<file path="src/design/mwa_pkg.sv">
package mwa_pkg;

    localparam int WINDOW_DEF      = 5;
    localparam int SAMPLE_BITS_DEF = 16;

endpackage

</file>
<file path="src/design/mwa_in_if.sv">
interface mwa_in_if import mwa_pkg::*; #(
    parameter int SAMPLE_BITS = SAMPLE_BITS_DEF
) ();

    logic                   valid;
    logic                   ready;
    logic [SAMPLE_BITS-1:0] sample;

    modport source (output valid, output sample, input ready);
    modport sink   (input valid, input sample, output ready);

endinterface

</file>
<file path="src/design/mwa_out_if.sv">
interface mwa_out_if import mwa_pkg::*; #(
    parameter int SAMPLE_BITS = SAMPLE_BITS_DEF
) ();

    logic                   valid;
    logic                   ready;
    logic [SAMPLE_BITS-1:0] plain_mean;
    logic [SAMPLE_BITS-1:0] weighted_mean;

    modport source (output valid, output plain_mean, output weighted_mean, input ready);
    modport sink   (input valid, input plain_mean, input weighted_mean, output ready);

endinterface

</file>
<file path="src/design/mwa_sample_cell.sv">
module mwa_sample_cell #(
    parameter int SAMPLE_BITS = 16
) (
    input  logic                   i_clk,
    input  logic                   i_rst_n,
    input  logic                   i_en,
    input  logic [SAMPLE_BITS-1:0] i_sample,
    output logic [SAMPLE_BITS-1:0] o_sample
);

    logic [SAMPLE_BITS-1:0] r_sample;

    always_ff @(posedge i_clk) begin
        if (!i_rst_n) begin
            r_sample <= '0;
        end else if (i_en) begin
            r_sample <= i_sample;
        end
    end

    assign o_sample = r_sample;

endmodule

</file>
<file path="src/design/mwa_div_cell.sv">
module mwa_div_cell #(
    parameter int SAMPLE_BITS = 16,
    parameter int P_DIV       = 5,
    parameter int W_DIV       = 15,
    parameter int PR_W        = 19,
    parameter int WR_W        = 20
) (
    input  logic                   i_clk,
    input  logic                   i_rst_n,
    input  logic                   i_en,
    input  logic                   i_vld,
    input  logic [PR_W-1:0]        i_psum,
    input  logic [WR_W-1:0]        i_wsum,
    output logic                   o_vld,
    output logic [SAMPLE_BITS-1:0] o_pq,
    output logic [SAMPLE_BITS-1:0] o_wq
);

    // A numerator below 2**PR_W times the rounded-up reciprocal, shifted right by
    // PR_W + clog2(divisor), gives the exact floored quotient.
    localparam int P_SH = PR_W + $clog2(P_DIV);
    localparam int W_SH = WR_W + $clog2(W_DIV);
    localparam logic [PR_W:0] P_MUL =
        (PR_W+1)'(((64'd1 << P_SH) + 64'(P_DIV) - 64'd1) / 64'(P_DIV));
    localparam logic [WR_W:0] W_MUL =
        (WR_W+1)'(((64'd1 << W_SH) + 64'(W_DIV) - 64'd1) / 64'(W_DIV));

    logic                   r_vld;
    logic [SAMPLE_BITS-1:0] r_pq;
    logic [SAMPLE_BITS-1:0] r_wq;
    logic [2*PR_W:0]        p_prod;
    logic [2*WR_W:0]        w_prod;
    logic [SAMPLE_BITS-1:0] n_pq;
    logic [SAMPLE_BITS-1:0] n_wq;

    assign p_prod = (2*PR_W+1)'(i_psum) * (2*PR_W+1)'(P_MUL);
    assign w_prod = (2*WR_W+1)'(i_wsum) * (2*WR_W+1)'(W_MUL);
    assign n_pq   = p_prod[P_SH +: SAMPLE_BITS];
    assign n_wq   = w_prod[W_SH +: SAMPLE_BITS];

    always_ff @(posedge i_clk) begin
        if (!i_rst_n) begin
            r_vld <= 1'b0;
        end else if (i_en) begin
            r_vld <= i_vld;
        end
    end

    always_ff @(posedge i_clk) begin
        if (i_en) begin
            r_pq <= n_pq;
            r_wq <= n_wq;
        end
    end

    assign o_vld = r_vld;
    assign o_pq  = r_pq;
    assign o_wq  = r_wq;

endmodule

</file>
<file path="src/design/moving_and_weighted_average.sv">
// Plain and linearly weighted moving average over the last WINDOW samples. Each input
// transaction yields one output transaction carrying the floored plain mean and the floored
// weighted mean (oldest weight 1, newest weight WINDOW); the window starts out as zeros.
// The block takes one transaction per clock while the output is not stalled. Each accepted
// sample first updates the registered running sums, which a registered divide stage then
// divides by their constant divisors through reciprocal multiplication. When the output is
// stalled, the whole pipeline and the input hold.
module moving_and_weighted_average import mwa_pkg::*; #(
    parameter int WINDOW      = WINDOW_DEF,
    parameter int SAMPLE_BITS = SAMPLE_BITS_DEF
) (
    input  logic      i_clk,
    input  logic      i_rst_n,
    mwa_in_if.sink    i_in,
    mwa_out_if.source o_out
);

    localparam int WSUM = WINDOW * (WINDOW + 1) / 2;
    localparam int PR_W = SAMPLE_BITS + $clog2(WINDOW + 1);
    localparam int WR_W = SAMPLE_BITS + $clog2(WSUM + 1);

    localparam logic [PR_W-1:0] P_OFF   = PR_W'(WINDOW) << (SAMPLE_BITS - 1);
    localparam logic [WR_W-1:0] P_OFF_W = WR_W'(WINDOW) << (SAMPLE_BITS - 1);
    localparam logic [WR_W-1:0] W_OFF   = WR_W'(WSUM) << (SAMPLE_BITS - 1);

    logic                   en;
    logic                   accept;
    logic [SAMPLE_BITS-1:0] smp_chain [WINDOW+1];

    logic                   r_v0;
    logic [PR_W-1:0]        r_pacc;
    logic [WR_W-1:0]        r_wacc;
    logic [PR_W-1:0]        n_pacc;
    logic [WR_W-1:0]        n_wacc;

    logic                   dv_vld;
    logic [SAMPLE_BITS-1:0] dv_pq;
    logic [SAMPLE_BITS-1:0] dv_wq;

    assign en         = !dv_vld || o_out.ready;
    assign accept     = i_in.valid && en;
    assign i_in.ready = en;

    assign smp_chain[0] = i_in.sample;

    for (genvar k = 0; k < WINDOW; k++) begin : g_smp
        mwa_sample_cell #(
            .SAMPLE_BITS (SAMPLE_BITS)
        ) u_cell (
            .i_clk    (i_clk),
            .i_rst_n  (i_rst_n),
            .i_en     (accept),
            .i_sample (smp_chain[k]),
            .o_sample (smp_chain[k+1])
        );
    end

    // The sums are kept with an offset so that the dividers see non-negative numerators.
    always_comb begin
        n_pacc = r_pacc - PR_W'(signed'(smp_chain[WINDOW])) + PR_W'(signed'(i_in.sample));
        n_wacc = r_wacc - WR_W'(r_pacc) + P_OFF_W
                 + WR_W'(WINDOW) * WR_W'(signed'(i_in.sample));
    end

    always_ff @(posedge i_clk) begin
        if (!i_rst_n) begin
            r_pacc <= P_OFF;
            r_wacc <= W_OFF;
            r_v0   <= 1'b0;
        end else begin
            if (accept) begin
                r_pacc <= n_pacc;
                r_wacc <= n_wacc;
            end
            if (en) begin
                r_v0 <= accept;
            end
        end
    end

    mwa_div_cell #(
        .SAMPLE_BITS (SAMPLE_BITS),
        .P_DIV       (WINDOW),
        .W_DIV       (WSUM),
        .PR_W        (PR_W),
        .WR_W        (WR_W)
    ) u_div (
        .i_clk   (i_clk),
        .i_rst_n (i_rst_n),
        .i_en    (en),
        .i_vld   (r_v0),
        .i_psum  (r_pacc),
        .i_wsum  (r_wacc),
        .o_vld   (dv_vld),
        .o_pq    (dv_pq),
        .o_wq    (dv_wq)
    );

    // Removing the offset from the quotient flips its top bit.
    assign o_out.valid         = dv_vld;
    assign o_out.plain_mean    = dv_pq ^ {1'b1, {(SAMPLE_BITS-1){1'b0}}};
    assign o_out.weighted_mean = dv_wq ^ {1'b1, {(SAMPLE_BITS-1){1'b0}}};

endmodule

</file>
<file path="src/flat_wrapper.sv">
// flat-port wrapper written by rule: the top's interface ports become plain ports
module moving_and_weighted_average_flat import mwa_pkg::*;
#(
    parameter int WINDOW      = WINDOW_DEF,
    parameter int SAMPLE_BITS = SAMPLE_BITS_DEF
)
  (i_clk, i_rst_n, i_in_valid, i_in_sample, i_in_ready, o_out_valid, o_out_plain_mean, o_out_weighted_mean, o_out_ready);
  mwa_in_if #(.SAMPLE_BITS(SAMPLE_BITS)) i_in_i ();
  mwa_out_if #(.SAMPLE_BITS(SAMPLE_BITS)) o_out_i ();
  input  logic i_clk;
  input  logic i_rst_n;
  input wire logic [$bits(i_in_i.valid)-1:0] i_in_valid;
  input wire logic [$bits(i_in_i.sample)-1:0] i_in_sample;
  output wire logic [$bits(i_in_i.ready)-1:0] i_in_ready;
  output wire logic [$bits(o_out_i.valid)-1:0] o_out_valid;
  output wire logic [$bits(o_out_i.plain_mean)-1:0] o_out_plain_mean;
  output wire logic [$bits(o_out_i.weighted_mean)-1:0] o_out_weighted_mean;
  input wire logic [$bits(o_out_i.ready)-1:0] o_out_ready;
  assign i_in_i.valid = i_in_valid;
  assign i_in_i.sample = i_in_sample;
  assign i_in_ready = i_in_i.ready;
  assign o_out_valid = o_out_i.valid;
  assign o_out_plain_mean = o_out_i.plain_mean;
  assign o_out_weighted_mean = o_out_i.weighted_mean;
  assign o_out_i.ready = o_out_ready;
  moving_and_weighted_average #(.WINDOW(WINDOW), .SAMPLE_BITS(SAMPLE_BITS)) u_core (.i_clk(i_clk), .i_rst_n(i_rst_n), .i_in(i_in_i), .o_out(o_out_i));
endmodule
</file>
<file path="config.mk">
export PLATFORM = sky130hd
export DESIGN_NAME = moving_and_weighted_average_flat
export DESIGN_NICKNAME = d
export VERILOG_FILES = /design/src/design/mwa_pkg.sv /design/src/design/mwa_in_if.sv /design/src/design/mwa_out_if.sv /design/src/design/mwa_sample_cell.sv /design/src/design/mwa_div_cell.sv /design/src/design/moving_and_weighted_average.sv /design/src/flat_wrapper.sv
export SDC_FILE = /design/constraint.sdc
export NUM_CORES = 1
export LEC_CHECK = 0
export BUFFER_PORTS_ARGS = -buffer_cell sky130_fd_sc_hd__buf_2
export CAP_MARGIN = 30
export CORE_ASPECT_RATIO = 0.75
export CORE_MARGIN = 4
export CORE_UTILIZATION = 30
export CTS_BUF_LIST = sky130_fd_sc_hd__clkbuf_16
export DETAILED_ROUTE_END_ITERATION = 8
export RECOVER_POWER = 50
export SYNTH_ARGS = -nofsm -noshare
export SYNTH_HDL_FRONTEND = slang
export SYNTH_HIERARCHICAL = 1
export SYNTH_SLANG_ARGS = --single-unit
</file>
<file path="constraint.sdc">
create_clock -name i_clk -period 7.78 [get_ports i_clk]
set_clock_uncertainty 0.1 [all_clocks]
set_input_delay 1.167 -clock i_clk [delete_from_list [all_inputs] [get_ports i_clk]]
set_output_delay 1.167 -clock i_clk [all_outputs]
set_load 0.03 [all_outputs]
</file>
==> flow_summary.ini, run 1 <==
[status]
status = finished with violations
violations = capacitance limit, slew limit

[sta]
rsz0062_at_grt = no
period_share_pct = 80.1
max_slew.worst_pin.slew_ns = 2.17
max_freq_mhz = 160
finalSetupTns_ns = 0
max-slew-margin-rel_pct = -44.6
hold_viol_final = 0
setup_violations = 0
min_period_ns = 6.23
final-max-slew-violation-count = 142

[logic_synthesis]
ys_seq_elements = 153
yosysMostFrequentCell = inv_1
syn_avg_cell_area_sq_um = 9.69
ys_warn_count = 6
synth_nets = 2422
synthTopCellsByCount = inv_1 (445), ha_1 (342), fa_1 (186)
synth-main-ff-cell = dfxtp_1
synth-seq-area-share_pct = 18.6
synth-edff-count = 32
syn_area_sq_um = 18200
ys_types = 80
synth_area_leaders = ha_1 (24%), fa_1 (21%), dfxtp_1 (13%)
synth_top_area_cell = ha_1
syn_inst = 1874
synth.top_cell.area_share_pct = 23.6
async_reset_ff_share_pct = 0

[clock_tree]
clock_path_buffers = 2
cts_hold_buf = 0
cts_setup_buffers = 0
clk_latency_ns = 0.48
cts.clk_slew.worst_paths_ns = 0.06
cts_num_sinks = 153
cts_buffers = 17
cts_resized = 0
cts_tree = built
htree_levels = 4
cts.root.buffer_cell = clkbuf_16

[min_path]
whs_endpoint = u_core/g_smp[1].u_cell/o_sample[11]
min_from = u_core/g_smp[1].u_cell/o_sample[11]
worstHoldPathCells = 2
holdCritPathClass = flop to flop

[critical_path]
crit_path_end_kind = flop
reg2reg_depth = 19
criticalPathCategory = flop to flop
cp.required_ns = 7.91
r2r_slack_ns = 1.55
reg2reg_to = u_core/u_div/o_pq[12]
cp_max_fo = 7
r2r_start = u_core/r_pacc[4]
startpoint_type = flop
worstPathArrival_ns = 6.36

[global_routing]
antenna_found_initial = 1
grt_pass1_wl_um = 70400
overflow = 0
grt_max_degree = 71
grtUsageTotal_pct = 13.6
grt_pass1_vias = 13096

[routing]
vias = 12738
first_pass_iters = 5
drt_iter0_markers = 792
post_drt_wl_per_cell_um = 15.6
detail-route-antenna-nets = 0
wirelength_um = 42400
vias_per_cell = 4.67
remaining_drc_errors = 0

[layout]
fill_cells = 6066
nets = 2473
syn2layout_area_growth_pct = 8.92
drive_above_1_share_pct = 3.87

[die]
die_h_um = 221
dieArea_sq_um = 64600
core_area_sq_um = 59400
die_x_um = 292
row_count = 77
io-pin-count = 54
start_util_pct = 30.5

[run]
maxCapViolations = 3

[placement]
portBuffers = 53
hpwl_um = 35400
gp_congestion = 0.902
[metal layers]
metal	vias up	global-route usage, %	share of wire (%)
met5	-	0	0.038
met2	239	19.1	40
met4	2	3.39	1.3
met3	33	3.04	5.4
li1	6281	-	-
met1	6183	20.8	53
[kinds of logic (layout without fill, tap and decap cells)]
kind of cell	after synthesis	after routing	share of synthesized area [%]
simple gates	302	302	8.79
other cells	0	1	0
flops	153	153	18.6
xor+xnor	60	60	2.94
fa+ha+maj	528	528	44.1
mux	87	87	4.80
compound gates	270	270	10.3
buf+inv	474	537	10.5
[critical path, cell delays in order, from the launching register on]
cell,delay [ns]
dfxtp_1,0.46
ha_1,0.33
fa_1,0.50
fa_1,0.68
inv_1,0.13
fa_1,0.50
inv_1,0.06
fa_1,0.53
inv_1,0.05
fa_1,0.53
inv_1,0.04
ha_1,0.33
a211o_1,0.31
a21oi_1,0.18
o211ai_1,0.15
a21oi_1,0.25
a21oi_1,0.19
o31ai_2,0.38
mux2i_1,0.22
nand3_1,0.07
[final cells by class]
cell class	instances	area (sq um)	share of cell area [%]
inverters	446	1680	8.48
repair buffers	60	262	1.32
flip-flops and latches	153	3380	17.1
diodes	1	2.50	0.0127
clock buffers	19	475	2.40
multi-input cells	1247	12900	65.1
clock inverters	12	113	0.569
well taps	790	988	5.00
[worst max-delay path by stage]
stage	cells past startpoint	end	startpoint
floorplan	21	u_core/u_div/o_pq[15]	u_core/r_pacc[10]
global route	19	u_core/u_div/o_pq[11]	u_core/r_pacc[4]
CTS	19	u_core/u_div/o_pq[12]	u_core/r_pacc[4]
global placement	19	u_core/u_div/o_pq[12]	u_core/r_pacc[4]
detailed placement	19	u_core/u_div/o_pq[12]	u_core/r_pacc[4]
finish	19	u_core/u_div/o_pq[12]	u_core/r_pacc[4]
[metrics by stage]
step	instance area [sq um]	instances	hold slack, ns	setup slack [ns]	utilization (%)
4_1_cts	19800	2726	0.419	1.51	33.4
5_1_grt	19800	2727	0.436	1.15	33.3
6_report	19800	2728	0.418	1.55	33.3
3_3_place_gp	19200	2695	0.395	1.70	32.4
3_5_place_dp	19200	2695	0.404	1.54	32.4
2_1_floorplan	18200	1874	0.363	2.13	-
[sequential cells by signal (all words and copies together), names as in the netlist]
signal,cells
u_core/g_smp.u_cell/o_sample,80
u_core/r_wacc,20
u_core/r_pacc,19
u_core/u_div/o_pq,16
u_core/u_div/o_wq,16
u_core/r_v0,1
u_core/u_div/o_vld,1
[cells in the final DEF, fill, tap and decap left out, types with 10 or more instances in the layout]
cell and instances:
xnor2_1 43, clkbuf_16 19, buf_2 19, edfxtp_1 32
inv_1 445, fa_1 186, o211ai_1 10, nor2_1 37
nand2_1 76, mux2i_1 86, a21o_1 26, ha_1 342
xor2_1 16, a21oi_1 93, nor3_1 13, o21ai_0 27
a211oi_1 11, and3_1 14, clkbuf_1 37, nand3_1 28
o21bai_1 12, nand4_1 11, nor2b_1 89, o21a_1 10
dfxtp_1 121
Power of run 1 is left out: the tool's default activity adds up to more than one toggle a clock period on the data nets, which glitch-free logic cannot reach.
==> run 2: changes to the inputs <==
==> constraint.sdc (replaced) <==
create_clock -name i_clk -period 5.4 [get_ports i_clk]
set_clock_uncertainty 0.1 [all_clocks]
set_input_delay 0.81 -clock i_clk [delete_from_list [all_inputs] [get_ports i_clk]]
set_output_delay 0.81 -clock i_clk [all_outputs]
set_load 0.03 [all_outputs]
==> flow_summary.ini, run 2 (synthesis gave the netlist of run 1 again) <==
[die]
start_util_pct = 30.5
core_area_sq_um = 59400
row_count = 77
die_x_um = 292
die_h_um = 221
dieArea_sq_um = 64600
io-pin-count = 54

[critical_path]
startpoint_type = flop
cp.required_ns = 5.49
r2r_start = u_core/r_pacc[8]
worstPathArrival_ns = 5.68
cp_max_fo = 3
cp_slowest_stage_delay_ns = 0.57
r2r_slack_ns = -0.18
crit_family = adder cells
reg2reg_depth = 21
crit_path_end_kind = flop
path_buf_inv = 6
criticalPathCategory = flop to flop
cp_common_cell = inv_2
crit_chain = inv_2, ha_4, inv_2, fa_2, inv_2, fa_2, fa_1, inv_2, fa_1, inv_2, fa_1, inv_2, ha_4, a211o_1, a21oi_2, o211ai_1, a21oi_2, a21oi_4, o31ai_4, mux2i_1, nand3_1
reg2reg_to = u_core/u_div/o_pq[12]
slowest_stage = fa_1

[global_routing]
antenna_found_initial = 2
grt_pass1_vias = 13455
grt_pass1_wl_um = 70600
grt_max_degree = 73
overflow = 0
grtUsageTotal_pct = 13.4

[layout]
largest_reg_flops = 80
final_cell_mix = inv_1 (428), ha_1 (327), fa_1 (182), dfxtp_1 (113), buf_4 (103)
drive_above_1_share_pct = 12.3
fill_cells = 5941
utilization_pct = 35.3
diodes = 0
syn2layout_area_growth_pct = 15.4
nets = 2576
final_common_cell = inv_1

[sta]
final-max-slew-violation-count = 124
max_freq_mhz = 179
max_slew.worst_pin.slew_ns = 2.51
max-slew-margin-rel_pct = -67.2
period_share_pct = 103
fin_ws_ns = -0.185
min_period_ns = 5.58
setup_violations = 8
hold_viol_final = 0
rsz0062_at_grt = yes

[routing]
drt_iter0_markers = 673
vias = 12941
detail-route-antenna-nets = 0
first_pass_iters = 5
wirelength_um = 42600
remaining_drc_errors = 0
post_drt_wl_per_cell_um = 15.0
vias_per_cell = 4.57

[min_path]
worstHoldPathCells = 2
holdCritPathClass = flop to flop
min_from = u_core/r_v0
whs_endpoint = u_core/r_v0

[status]
status = finished with violations
violations = capacitance limit, slew limit, setup timing

[placement]
portBuffers = 53
gp_congestion = 0.904
hpwl_um = 35300

[clock_tree]
cts.clk_slew.worst_paths_ns = 0.07
cts.root.buffer_cell = clkbuf_16
clk_latency_ns = 0.46
clock_path_buffers = 2
cts_tree = built
cts_buffers = 17
cts_hold_buf = 0
htree_levels = 4
cts_num_sinks = 153

[run]
maxCapViolations = 3
-- run 2: per-layer routing --
metal / share of wire, % / vias to the layer above / global-route usage, % / routed length, um
met5: 0.016 / - / 0 / 7
met4: 1.5 / 2 / 3.19 / 658
met3: 5.2 / 35 / 3.11 / 2200
met2: 44 / 236 / 20.7 / 18800
met1: 49 / 6194 / 19.0 / 20900
li1: - / 6474 / - / -
-- run 2: worst max-delay path by stage --
stage                                  from                     to  depth (start not counted)
after global placement    u_core/r_pacc[11]  u_core/u_div/o_pq[15]                         22
after global routing       u_core/r_pacc[8]  u_core/u_div/o_pq[12]                         21
after detailed placement  u_core/r_pacc[11]  u_core/u_div/o_pq[15]                         22
after CTS                  u_core/r_pacc[8]  u_core/u_div/o_pq[15]                         22
after floorplan           u_core/r_pacc[11]  u_core/u_div/o_pq[15]                         21
final                      u_core/r_pacc[8]  u_core/u_div/o_pq[12]                         21
-- run 2: timing repair --
action                                  CTS  global route
gates resized for setup                  46            26
endpoints found under the setup margin   16            24
buffers inserted                          4             6
pin swaps                                25            19
cloned                                    0             0
endpoints found under the hold margin     0             0
-- run 2: final cells by class --
cell class / count / area [sq um] / area share, %
repair buffers: 163 / 1050 / 5.03
well taps: 790 / 988 / 4.72
clock buffers: 17 / 425 / 2.03
flip-flops and latches: 153 / 3400 / 16.2
clock inverters: 15 / 185 / 0.884
multi-input cells: 1247 / 13200 / 63.1
inverters: 446 / 1680 / 8.00
-- run 2: worst reg2reg max path, cell delays in order, from the launching register on --
cell	delay (ns)
dfxtp_2	0.35
inv_2	0.05
ha_4	0.25
inv_2	0.04
fa_2	0.53
inv_2	0.05
fa_2	0.34
fa_1	0.56
inv_2	0.04
fa_1	0.57
inv_2	0.05
fa_1	0.53
inv_2	0.05
ha_4	0.21
a211o_1	0.29
a21oi_2	0.13
o211ai_1	0.13
a21oi_2	0.24
a21oi_4	0.11
o31ai_4	0.35
mux2i_1	0.24
nand3_1	0.10
-- run 2: metrics by stage --
step | TNS, ns | cell area [sq um] | setup WS, ns | cells | hold WS [ns]
6_report | -0.762 | 21000 | -0.185 | 2831 | 0.401
5_1_grt | -2.86 | 21000 | -0.368 | 2831 | 0.423
4_1_cts | -1.31 | 20800 | -0.255 | 2826 | 0.398
3_5_place_dp | -3.28 | 20000 | -0.435 | 2791 | 0.387
3_3_place_gp | -2.76 | 20000 | -0.390 | 2791 | 0.372
2_1_floorplan | -0.0136 | 18200 | -0.0136 | 1874 | 0.363
Power of run 2 is left out for the same reason.
==> run 3: changes to the inputs <==
--- a/config.mk
+++ b/config.mk
@@ -7,11 +7,14 @@
 export LEC_CHECK = 0
 export BUFFER_PORTS_ARGS = -buffer_cell sky130_fd_sc_hd__buf_2
 export CAP_MARGIN = 30
+export CELL_PAD_IN_SITES_DETAIL_PLACEMENT = 1
+export CELL_PAD_IN_SITES_GLOBAL_PLACEMENT = 1
 export CORE_ASPECT_RATIO = 0.75
 export CORE_MARGIN = 4
 export CORE_UTILIZATION = 30
-export CTS_BUF_LIST = sky130_fd_sc_hd__clkbuf_16
+export CTS_BUF_LIST = sky130_fd_sc_hd__clkbuf_8 sky130_fd_sc_hd__clkbuf_16
 export DETAILED_ROUTE_END_ITERATION = 8
+export PLACE_DENSITY_LB_ADDON = 0.1
 export RECOVER_POWER = 50
 export SYNTH_ARGS = -nofsm -noshare
 export SYNTH_HDL_FRONTEND = slang
==> flow_summary.ini, run 3 (synthesis gave the netlist of run 1 again) <==
[routing]
first_pass_iters = 4
post_drt_wl_per_cell_um = 17.3
remaining_drc_errors = 0
vias = 13143
detail-route-antenna-nets = 0
wirelength_um = 49300
drt_iter0_markers = 434
vias_per_cell = 4.61

[layout]
diodes = 0
syn2layout_area_growth_pct = 16.8
final_cell_mix = inv_1 (430), ha_1 (328), fa_1 (182), buf_4 (115), dfxtp_1 (114)
nets = 2593
largest_reg_flops = 80
fill_cells = 6754
final_common_cell = inv_1
drive_above_1_share_pct = 13.9

[global_routing]
grt_pass1_wl_um = 79000
grt_pass1_vias = 14129
grtUsageTotal_pct = 15.6
grt_max_degree = 80
overflow = 0
antenna_found_initial = 0

[run]
maxCapViolations = 3

[die]
row_count = 77
dieArea_sq_um = 64600
die_h_um = 221
die_x_um = 292
core_area_sq_um = 59400
io-pin-count = 54
start_util_pct = 30.5

[clock_tree]
clk_latency_ns = 0.48
clock_path_buffers = 2
cts_buffers = 17
cts_tree = built
cts.root.buffer_cell = clkbuf_16
cts_num_sinks = 153
cts_hold_buf = 0
htree_levels = 4
cts.clk_slew.worst_paths_ns = 0.09

[sta]
hold_viol_final = 0
period_share_pct = 104
max_freq_mhz = 179
setup_violations = 12
finalSetupTns_ns = -1.29
rsz0062_at_grt = yes
max_slew.worst_pin.slew_ns = 2.74
fin_ws_ns = -0.200
min_period_ns = 5.60
final-max-slew-violation-count = 150
max-slew-margin-rel_pct = -82.5

[critical_path]
cp_max_fo = 3
crit_path_end_kind = flop
r2r_slack_ns = -0.20
worstPathArrival_ns = 5.74
r2r_start = u_core/r_pacc[8]
cp_common_cell = inv_2
criticalPathCategory = flop to flop
cp.required_ns = 5.54
slowest_stage = fa_1
reg2reg_depth = 22
startpoint_type = flop
crit_chain = inv_2, ha_4, inv_4, fa_2, inv_2, fa_2, inv_1, fa_1, fa_1, inv_2, fa_1, inv_2, ha_4, a211o_1, a21oi_2, buf_4, a21oi_2, a21oi_2, a21oi_4, o31ai_4, mux2i_1, nand3_1
cp_slowest_stage_delay_ns = 0.57
reg2reg_to = u_core/u_div/o_pq[12]

[placement]
portBuffers = 53
gp_congestion = 0.814
hpwl_um = 41500
post-place-ws_ns = -0.524

[min_path]
min_from = u_core/r_v0
worstHoldPathCells = 2
whs_endpoint = u_core/r_v0
holdCritPathClass = flop to flop

[status]
violations = capacitance limit, slew limit, setup timing
status = finished with violations
[run 3: how the worst max path moves through the flow]
stage	from	to	slack, ns	cells past startpoint
detailed placement	u_core/r_pacc[8]	u_core/u_div/o_pq[12]	-0.52	21
floorplan	u_core/r_pacc[11]	u_core/u_div/o_pq[15]	-0.01	21
global route	u_core/r_pacc[8]	u_core/u_div/o_pq[12]	-0.43	22
finish	u_core/r_pacc[8]	u_core/u_div/o_pq[12]	-0.20	22
global placement	u_core/r_pacc[8]	u_core/u_div/o_pq[12]	-0.41	21
CTS	u_core/r_pacc[8]	u_core/u_div/o_pq[15]	-0.38	23
[run 3: metal layers]
layer	GRT usage [%]	up-vias	wire length, um
met5	0	-	0
met2	24.3	109	22100
li1	-	6495	-
met3	2.85	31	1380
met4	3.45	0	575
met1	22.6	6508	25200
[run 3: final cells by class]
| cell class | instances | area, sq um | area share (%) |
|---|---|---|---|
| flip-flops and latches | 153 | 3390 | 16.0 |
| multi-input cells | 1247 | 13300 | 62.9 |
| clock buffers | 17 | 425 | 2.01 |
| inverters | 446 | 1680 | 7.93 |
| well taps | 790 | 988 | 4.66 |
| repair buffers | 180 | 1220 | 5.76 |
| clock inverters | 15 | 156 | 0.737 |
[run 3: what timing repair did]
item	in CTS	in global routing
gates cloned	0	0
gates resized for setup	39	59
buffers inserted	11	11
endpoints found under the setup margin	14	24
pin swaps	34	34
[run 3: stage by stage]
stage               instance area (sq um)  cells  utilization (%)  hold slack [ns]
floorplan                           18200   1874                -            0.363
global route                        21200   2848             35.7            0.420
global placement                    20100   2800             33.8            0.392
detailed placement                  20100   2800             33.8            0.382
finish                              21200   2848             35.7            0.397
CTS                                 20900   2842             35.1            0.403
[run 3: worst max-delay path: cells and delay by family (launching register included)]
| kind | cells | cell delay (ns) |
|---|---|---|
| buffers and inverters | 7 | 0.42 |
| multiplexers | 1 | 0.22 |
| AND/OR/NAND/NOR | 1 | 0.08 |
| flip-flops | 1 | 0.35 |
| adder cells (fa/ha/maj) | 7 | 3.03 |
| AO/OA/AOI/OAI | 6 | 1.16 |
Power of run 3 is left out for the same reason.
